File: src/design/hcb_pkg.sv
`timescale 1ns / 1ps
// ----------------------------------------------------------------------------
// Hill cipher block package
// Shared widths, register indexes and modulo-26 helper functions.
// ----------------------------------------------------------------------------
package hcb_pkg;

    localparam int LETTER_W           = 5;
    localparam int KEY_W              = 15;
    localparam int KEY_DIM            = 3;
    localparam int CFG_INDEX_W        = 2;
    localparam int ACC_W              = 11;
    localparam int DEFAULT_BLOCK_SIZE = 3;
    // key register -> entries -> cofactors -> determinant -> inverse
    localparam int DERIVE_LAT         = 4;

    localparam logic [4:0]  MODULUS  = 5'd26;
    localparam logic [17:0] RECIP26  = 18'd78;   // floor(2048 / 26)
    localparam int          RECIP_SH = 11;

    typedef logic [LETTER_W-1:0] letter_t;
    typedef logic [KEY_W-1:0]    key_row_t;

    localparam logic [CFG_INDEX_W-1:0] REG_KEY_ROW_ZERO     = 2'd0;
    localparam logic [CFG_INDEX_W-1:0] REG_KEY_ROW_ONE      = 2'd1;
    localparam logic [CFG_INDEX_W-1:0] REG_KEY_ROW_TWO      = 2'd2;
    localparam logic [CFG_INDEX_W-1:0] REG_CIPHER_DIRECTION = 2'd3;

    localparam key_row_t KEY_ROW_ZERO_RST = 15'd1;
    localparam key_row_t KEY_ROW_ONE_RST  = 15'd32;
    localparam key_row_t KEY_ROW_TWO_RST  = 15'd1024;

    // Reduce 0..2047 mod 26: reciprocal estimate is low by at most one.
    function automatic letter_t red26(input logic [ACC_W-1:0] x);
        logic [17:0]      prod;
        logic [6:0]       quot;
        logic [ACC_W-1:0] rem;
        prod = 18'(x) * RECIP26;
        quot = prod[17:RECIP_SH];
        rem  = x - ACC_W'(quot) * ACC_W'(MODULUS);
        if (rem >= ACC_W'(MODULUS))
        begin
            rem = rem - ACC_W'(MODULUS);
        end
        return rem[LETTER_W-1:0];
    endfunction

    // Fold a 5-bit value into 0..25.
    function automatic letter_t fold26(input letter_t x);
        return (x >= MODULUS) ? letter_t'(x - MODULUS) : x;
    endfunction

    // (a - b) mod 26 for a, b in 0..25.
    function automatic letter_t sub26(input letter_t a, input letter_t b);
        logic [5:0] diff;
        if (a >= b)
        begin
            diff = 6'(a) - 6'(b);
        end
        else
        begin
            diff = 6'(a) + 6'(MODULUS) - 6'(b);
        end
        return diff[LETTER_W-1:0];
    endfunction

    // Multiplicative inverse mod 26; zero where none exists.
    function automatic letter_t inv26(input letter_t d);
        letter_t r;
        case (d)
            5'd1:    r = 5'd1;
            5'd3:    r = 5'd9;
            5'd5:    r = 5'd21;
            5'd7:    r = 5'd15;
            5'd9:    r = 5'd3;
            5'd11:   r = 5'd19;
            5'd15:   r = 5'd7;
            5'd17:   r = 5'd23;
            5'd19:   r = 5'd11;
            5'd21:   r = 5'd5;
            5'd23:   r = 5'd17;
            5'd25:   r = 5'd25;
            default: r = 5'd0;
        endcase
        return r;
    endfunction

endpackage

File: src/design/hill_cipher_block_mod26.sv
`timescale 1ns / 1ps
// ----------------------------------------------------------------------------
// Hill cipher block, modulo 26
// Gathers letters into blocks, multiplies each block by the key (or its
// inverse mod 26 in decrypt mode) and streams the transformed letters out.
// ----------------------------------------------------------------------------
//  channel   handshake              payload
//  input     in_valid / in_ready    letter_in, message_end
//  output    out_valid / out_ready  letter_out, block_last, key_not_invertible
//  config    cfg_write              cfg_index, cfg_data
//
//  One letter is taken per cycle while in_ready is high; a full block of
//  BLOCK_SIZE letters leaves as BLOCK_SIZE letters, one per cycle while
//  out_ready is high, so full blocks stream at one letter per cycle. A
//  short block closed by message_end still emits BLOCK_SIZE letters and
//  can hold the input off. Inverse key derivation is a 4-stage pipeline:
//  input is held off after reset and after each config write. Output
//  stalls back up through one block register into the gather stage.
// ----------------------------------------------------------------------------
module hill_cipher_block_mod26 #(
    parameter int BLOCK_SIZE = hcb_pkg::DEFAULT_BLOCK_SIZE
) (
    input  logic                            clk,
    input  logic                            rst_n,

    input  logic                            in_valid,
    output logic                            in_ready,
    input  logic [hcb_pkg::LETTER_W-1:0]    letter_in,
    input  logic                            message_end,

    output logic                            out_valid,
    input  logic                            out_ready,
    output logic [hcb_pkg::LETTER_W-1:0]    letter_out,
    output logic                            block_last,
    output logic                            key_not_invertible,

    input  logic                            cfg_write,
    input  logic [hcb_pkg::CFG_INDEX_W-1:0] cfg_index,
    input  logic [hcb_pkg::KEY_W-1:0]       cfg_data
);

    localparam int HELD_W = (BLOCK_SIZE > 2) ? $clog2(BLOCK_SIZE) : 1;
    localparam int BUSY_W = $clog2(hcb_pkg::DERIVE_LAT + 1);
    localparam logic [HELD_W-1:0] LAST_POS = HELD_W'(BLOCK_SIZE - 1);

    // ------------------------------------------------------------------
    // Configuration registers
    // ------------------------------------------------------------------
    hcb_pkg::key_row_t key_reg [hcb_pkg::KEY_DIM];
    logic              dir_reg;
    logic [BUSY_W-1:0] busy_reg;
    logic [BUSY_W-1:0] busy_next;

    always_comb
    begin
        if (cfg_write)
        begin
            busy_next = BUSY_W'(hcb_pkg::DERIVE_LAT);
        end
        else if (busy_reg != '0)
        begin
            busy_next = busy_reg - 1'b1;
        end
        else
        begin
            busy_next = busy_reg;
        end
    end

    always_ff @(posedge clk or negedge rst_n)
    begin
        if (!rst_n)
        begin
            key_reg[0] <= hcb_pkg::KEY_ROW_ZERO_RST;
            key_reg[1] <= hcb_pkg::KEY_ROW_ONE_RST;
            key_reg[2] <= hcb_pkg::KEY_ROW_TWO_RST;
            dir_reg    <= 1'b0;
            busy_reg   <= BUSY_W'(hcb_pkg::DERIVE_LAT);
        end
        else
        begin
            busy_reg <= busy_next;
            if (cfg_write)
            begin
                case (cfg_index)
                    hcb_pkg::REG_KEY_ROW_ZERO:     key_reg[0] <= cfg_data;
                    hcb_pkg::REG_KEY_ROW_ONE:      key_reg[1] <= cfg_data;
                    hcb_pkg::REG_KEY_ROW_TWO:      key_reg[2] <= cfg_data;
                    hcb_pkg::REG_CIPHER_DIRECTION: dir_reg    <= cfg_data[0];
                    default:                       ;
                endcase
            end
        end
    end

    // ------------------------------------------------------------------
    // Inverse key pipeline (free running from the key registers)
    // ------------------------------------------------------------------
    hcb_pkg::letter_t ent_reg [hcb_pkg::KEY_DIM][hcb_pkg::KEY_DIM];
    hcb_pkg::letter_t cof_next [hcb_pkg::KEY_DIM][hcb_pkg::KEY_DIM];
    hcb_pkg::letter_t cof_reg [hcb_pkg::KEY_DIM][hcb_pkg::KEY_DIM];
    hcb_pkg::letter_t det_reg;
    hcb_pkg::letter_t inv_reg [BLOCK_SIZE][BLOCK_SIZE];
    logic             inv_ok_reg;
    logic [hcb_pkg::ACC_W-1:0] det_sum;
    hcb_pkg::letter_t dinv;

    always_ff @(posedge clk)
    begin
        for (int r = 0; r < hcb_pkg::KEY_DIM; r++)
        begin
            for (int c = 0; c < hcb_pkg::KEY_DIM; c++)
            begin
                ent_reg[r][c] <= hcb_pkg::fold26(key_reg[r][5*c +: 5]);
            end
        end
    end

    // Cofactors mod 26, sign already applied
    always_comb
    begin
        int r0, r1, c0, c1;
        hcb_pkg::letter_t p, q;
        r0 = 0;
        r1 = 0;
        c0 = 0;
        c1 = 0;
        p  = '0;
        q  = '0;
        for (int i = 0; i < hcb_pkg::KEY_DIM; i++)
        begin
            for (int j = 0; j < hcb_pkg::KEY_DIM; j++)
            begin
                cof_next[i][j] = '0;
            end
        end
        if (BLOCK_SIZE == 3)
        begin
            for (int i = 0; i < 3; i++)
            begin
                for (int j = 0; j < 3; j++)
                begin
                    r0 = (i == 0) ? 1 : 0;
                    r1 = (i == 2) ? 1 : 2;
                    c0 = (j == 0) ? 1 : 0;
                    c1 = (j == 2) ? 1 : 2;
                    p  = hcb_pkg::red26(hcb_pkg::ACC_W'(ent_reg[r0][c0]) *
                                        hcb_pkg::ACC_W'(ent_reg[r1][c1]));
                    q  = hcb_pkg::red26(hcb_pkg::ACC_W'(ent_reg[r0][c1]) *
                                        hcb_pkg::ACC_W'(ent_reg[r1][c0]));
                    cof_next[i][j] = ((i + j) % 2 == 1) ? hcb_pkg::sub26(q, p)
                                                        : hcb_pkg::sub26(p, q);
                end
            end
        end
        else
        begin
            for (int i = 0; i < 2; i++)
            begin
                for (int j = 0; j < 2; j++)
                begin
                    cof_next[i][j] = ((i + j) % 2 == 1)
                                   ? hcb_pkg::sub26('0, ent_reg[1-i][1-j])
                                   : ent_reg[1-i][1-j];
                end
            end
        end
    end

    always_comb
    begin
        det_sum = '0;
        for (int j = 0; j < BLOCK_SIZE; j++)
        begin
            det_sum = det_sum + hcb_pkg::ACC_W'(ent_reg[0][j]) *
                                hcb_pkg::ACC_W'(cof_reg[0][j]);
        end
    end

    assign dinv = hcb_pkg::inv26(det_reg);

    always_ff @(posedge clk)
    begin
        cof_reg    <= cof_next;
        det_reg    <= hcb_pkg::red26(det_sum);
        inv_ok_reg <= (dinv != '0);
        for (int i = 0; i < BLOCK_SIZE; i++)
        begin
            for (int j = 0; j < BLOCK_SIZE; j++)
            begin
                // inverse = adjugate * det^-1, adjugate is the transposed cofactors
                inv_reg[i][j] <= hcb_pkg::red26(hcb_pkg::ACC_W'(cof_reg[j][i]) *
                                                 hcb_pkg::ACC_W'(dinv));
            end
        end
    end

    // ------------------------------------------------------------------
    // Gather stage and block register
    // ------------------------------------------------------------------
    hcb_pkg::letter_t buf_reg [BLOCK_SIZE];
    logic [HELD_W-1:0] held_reg;
    hcb_pkg::letter_t blk_reg [BLOCK_SIZE];
    hcb_pkg::letter_t blk_next [BLOCK_SIZE];
    logic              blk_valid_reg;
    hcb_pkg::letter_t letter_fold;
    logic              in_fire;
    logic              closes_block;
    logic              blk_move;
    logic              out_load_ok;

    hcb_pkg::letter_t res_reg [BLOCK_SIZE];
    hcb_pkg::letter_t res_next [BLOCK_SIZE];
    logic              bad_reg;
    logic              out_valid_reg;
    logic [HELD_W-1:0] idx_reg;
    logic              out_fire;

    assign letter_fold  = hcb_pkg::fold26(letter_in);
    assign closes_block = message_end || (held_reg == LAST_POS);
    assign out_fire     = out_valid_reg && out_ready;
    assign out_load_ok  = !out_valid_reg || (out_fire && idx_reg == LAST_POS);
    assign blk_move     = blk_valid_reg && out_load_ok;
    assign in_ready     = (busy_reg == '0) &&
                          (!blk_valid_reg || blk_move || !closes_block);
    assign in_fire      = in_valid && in_ready;

    // Slots past the current letter are still zero: that is the padding.
    always_comb
    begin
        for (int k = 0; k < BLOCK_SIZE; k++)
        begin
            blk_next[k] = buf_reg[k];
        end
        blk_next[held_reg] = letter_fold;
    end

    always_ff @(posedge clk or negedge rst_n)
    begin
        if (!rst_n)
        begin
            held_reg      <= '0;
            blk_valid_reg <= 1'b0;
            for (int k = 0; k < BLOCK_SIZE; k++)
            begin
                buf_reg[k] <= '0;
            end
        end
        else
        begin
            if (in_fire && closes_block)
            begin
                blk_valid_reg <= 1'b1;
                held_reg      <= '0;
                for (int k = 0; k < BLOCK_SIZE; k++)
                begin
                    buf_reg[k] <= '0;
                end
            end
            else
            begin
                if (blk_move)
                begin
                    blk_valid_reg <= 1'b0;
                end
                if (in_fire)
                begin
                    buf_reg[held_reg] <= letter_fold;
                    held_reg          <= held_reg + 1'b1;
                end
            end
        end
    end

    always_ff @(posedge clk)
    begin
        if (in_fire && closes_block)
        begin
            blk_reg <= blk_next;
        end
    end

    // ------------------------------------------------------------------
    // Matrix product and output register
    // ------------------------------------------------------------------
    logic bad_now;

    assign bad_now = dir_reg && !inv_ok_reg;

    always_comb
    begin
        logic [hcb_pkg::ACC_W-1:0] acc;
        hcb_pkg::letter_t          m;
        for (int i = 0; i < BLOCK_SIZE; i++)
        begin
            acc = '0;
            for (int k = 0; k < BLOCK_SIZE; k++)
            begin
                m   = dir_reg ? inv_reg[i][k] : ent_reg[i][k];
                acc = acc + hcb_pkg::ACC_W'(m) * hcb_pkg::ACC_W'(blk_reg[k]);
            end
            res_next[i] = bad_now ? '0 : hcb_pkg::red26(acc);
        end
    end

    always_ff @(posedge clk or negedge rst_n)
    begin
        if (!rst_n)
        begin
            out_valid_reg <= 1'b0;
            idx_reg       <= '0;
        end
        else
        begin
            if (blk_move)
            begin
                out_valid_reg <= 1'b1;
                idx_reg       <= '0;
            end
            else if (out_fire)
            begin
                if (idx_reg == LAST_POS)
                begin
                    out_valid_reg <= 1'b0;
                    idx_reg       <= '0;
                end
                else
                begin
                    idx_reg <= idx_reg + 1'b1;
                end
            end
        end
    end

    always_ff @(posedge clk)
    begin
        if (blk_move)
        begin
            res_reg <= res_next;
            bad_reg <= bad_now;
        end
    end

    assign out_valid          = out_valid_reg;
    assign letter_out         = res_reg[idx_reg];
    assign block_last         = (idx_reg == LAST_POS);
    assign key_not_invertible = bad_reg;

    // ------------------------------------------------------------------
    // Assertions
    // ------------------------------------------------------------------
    a_cfg_holds_input: assert property (@(posedge clk) disable iff (!rst_n)
        cfg_write |=> !in_ready)
        else $error("input taken while inverse key is being derived");

    a_bad_key_zero: assert property (@(posedge clk) disable iff (!rst_n)
        out_valid && key_not_invertible |-> letter_out == '0)
        else $error("letter emitted with non-invertible key");

    a_letter_range: assert property (@(posedge clk) disable iff (!rst_n)
        out_valid |-> letter_out < hcb_pkg::MODULUS)
        else $error("output letter out of range");

    a_held_range: assert property (@(posedge clk) disable iff (!rst_n)
        held_reg <= LAST_POS)
        else $error("gather count past block size");

    a_block_close: assert property (@(posedge clk) disable iff (!rst_n)
        in_fire && closes_block |=> blk_valid_reg && held_reg == '0)
        else $error("closed block not moved to block register");

endmodule

File: config.mk
export PLATFORM = sky130hd
export DESIGN_NAME = hill_cipher_block_mod26
export DESIGN_NICKNAME = d
export VERILOG_FILES = /design/src/design/hcb_pkg.sv /design/src/design/hill_cipher_block_mod26.sv
export SDC_FILE = /design/constraint.sdc
export NUM_CORES = 2
export LEC_CHECK = 0
export BUFFER_PORTS_ARGS = -buffer_cell sky130_fd_sc_hd__buf_4
export CAP_MARGIN = 10
export CORE_MARGIN = 1
export CORE_UTILIZATION = 40
export DETAILED_ROUTE_END_ITERATION = 16
export PLACE_DENSITY = 0.55
export SYNTH_ARGS = -nofsm -noshare
export SYNTH_HDL_FRONTEND = slang
export SYNTH_SLANG_ARGS = --single-unit
File: constraint.sdc
create_clock -name clk -period 16.5 [get_ports clk]
set_input_delay 0.825 -clock clk [delete_from_list [all_inputs] [get_ports clk]]
set_output_delay 0.825 -clock clk [all_outputs]
set_load 0.01 [all_outputs]
==> flow_metrics.tcl <==
set metrics [dict create \
    maxCapViolations 0 \
    cpMaxStageDelayCell "dfrtp_2" \
    start_kind "flop" \
    dpl.hpwl_mm 190.0 \
    htree_levels 2 \
    fin_crit_sh_pct 80.39 \
    regArea_um2 5519 \
    wl_per_cell_um 15.65 \
    synth_top_area_cell "ha_1" \
    viasPerCell 4.918 \
    arrival_ns 13.70 \
    insertion_delay_ns 0.61 \
    maxSlewViolCount 0 \
    finalSetupTns_ns 0 \
    detail-route-antenna-nets 0 \
    worst_hold_slack_ns 0.1604 \
    die_h_um 489.9 \
    final_util_pct 42.60 \
    clkSlewWorstSetupHoldPaths_ns 0.06 \
    dr.pass1.iters 5 \
    cts_tree "done" \
    fmax_ghz 0.07539 \
    multi_input_area_um2 79130 \
    gp_congestion 0.8810 \
    cts_root_buf "clkbuf_16" \
    numCtsBuffers 36 \
    portBuffers 36 \
    netlist_area_um2 95200 \
    die_w_um 489.9 \
    final_hold_viol_count 0 \
    initial_utilization_pct 40.37 \
    grt_start_max_net_pins 47 \
    layout_min_cycle_time_ns 13.26 \
    netlist.area_leader.share_pct 30.06 \
    grt_pass1_vias 73070 \
    synthFlopType "dfxtp_1" \
    die_area_um2 240000 \
    slowest_delay_ns 0.63 \
    vias 69550 \
    synth_cells 10980 \
    worstSetupPathType "flop to flop" \
    io_pins 37 \
    routed_wirelength_mm 221.3 \
    crit_required_ns 16.93 \
    cts_resized 0 \
    yosys_warnings 0 \
    setup_viol 0 \
    initialDrtViolationCount 2749 \
    cts.sinks 242 \
    fillers 23240 \
    grt_pass1_wl_mm 369.5 \
    drive_above_1_share_pct 2.769 \
    nets 14330 \
    antenna_found_initial 18 \
    coreArea_um2 235900 \
    final_cell_mix "inv_1 (2646), ha_1 (2287), fa_1 (1061)" \
    tightest_slew_ns 1.193 \
    postCtsSetupRepairBufs 0 \
    critPathMostFrequentCell "fa_1" \
    synthTopCellsByArea "ha_1 (30%), fa_1 (22%), inv_1 (10%), xnor2_1 (5.1%), and2_1 (3.4%)" \
    syn_avg_cell_area_um2 8.667 \
    synth_cell_types 88 \
    status "finished clean" \
    final_cells 14140 \
    synth-edff-count 31 \
    route.detailed.drc 0 \
    synth-seq-cells 242 \
    dp.cells 14060 \
    ctsHoldBuffers 0 \
    rsz0062_at_grt "no" \
    rows 178 \
    ys_seq_area_share_pct 5.788 \
    layout_commonest_cell "inv_1" \
    grt_overflow 0 \
    crit_fanout 32 \
    area_delta_synth_final_pct 5.546 \
    worstHoldPathType "input port to asynchronous set/reset pin" \
    skew_ns 0.02624 \
    async_flop_share_pct 28.93 \
    grt.total_usage_pct 18.94 \
    cts.path.max_buffers 3 \
    max_slew_margin_pct 20.22 \
    synth_fp_nets 14360 \
    worst_setup_path_end_kind "flop" \
]
[logic make-up (layout without fill, tap and decap cells)]
kind of cell               Yosys count  count (layout)  synth area share (%)
AOI/OAI and AO/OA                 1637            1637                 11.20
xor gates and xnor gates           816             816                 7.507
adders and majority gates         3348            3348                 52.37
buffers and inverters             2810            2804                 11.10
DFF                                242             242                 5.788
muxes                              130             130                 1.476
other                                0              12                     0
and+or+nand+nor                   2001            2001                 10.56
[synth_stat cells, types with 85 or more instances]
library cell     n
nand2_1        597
o21bai_1       191
o21ai_0        267
dfxtp_1        141
a21oi_1        540
nor2b_1        201
nor3_1          85
o21a_1         113
inv_1         2646
xnor2_1        558
ha_1          2287
and2_1         520
nor2_1         367
xor2_1         258
clkbuf_1       154
a21o_1         185
fa_1          1061
[final cells by class]
type,count,share of cell area [%]
flip-flops and latches,242,5.492
clock buffers,44,0.9986
repair buffers,92,0.6873
diodes,12,0.02988
multi-input cells,7932,78.75
clock inverters,22,0.2341
well taps,3150,3.922
inverters,2646,9.884
[path summary, 6_finish.rpt]
path | start | end | slack [ns] | depth (start not counted)
worst max-delay path | dir_reg | res_reg[9] | 3.24 | 44
max in group asynchronous | rst_n | key_reg[8] | 15.27 | 2
worst max register to register | dir_reg | res_reg[9] | 3.24 | 44
worst min-delay path | rst_n | blk_valid_reg | 0.16 | 1
min in group clk | key_reg[40] | ent_reg[0][0] | 0.38 | 0
worst min register to register | key_reg[40] | ent_reg[0][0] | 0.38 | 0
[worst max-delay path: cells and delay by family (launching register included)]
| family | cells | cell delay (ns) |
|---|---|---|
| adders and majority gates | 15 | 6.31 |
| muxes | 2 | 0.57 |
| AOI/OAI and AO/OA | 11 | 2.53 |
| buffers and inverters | 8 | 0.98 |
| DFF | 1 | 0.63 |
| xor gates and xnor gates | 3 | 0.81 |
| and+or+nand+nor | 5 | 1.23 |
[layer usage]
| layer | GRT usage (%) | share of wire, % | up-vias |
|---|---|---|---|
| met4 | 4.974 | 2.7 | 0 |
| met1 | 24.86 | 46 | 33640 |
| met2 | 33.45 | 48 | 745 |
| li1 | - | - | 34970 |
| met3 | 1.205 | 3.1 | 188 |
| met5 | 0 | 0 | - |
[stage by stage]
stage,setup slack [ns],instance area (um^2)
after floorplan,4.190,95200
after global placement,3.312,99220
after detailed placement,3.225,99220
after CTS,3.196,100500
after global routing,2.464,100500
final,3.235,100500
Power is left out: the tool's default activity adds up to more than one toggle a clock period on the data nets, which glitch-free logic cannot reach.
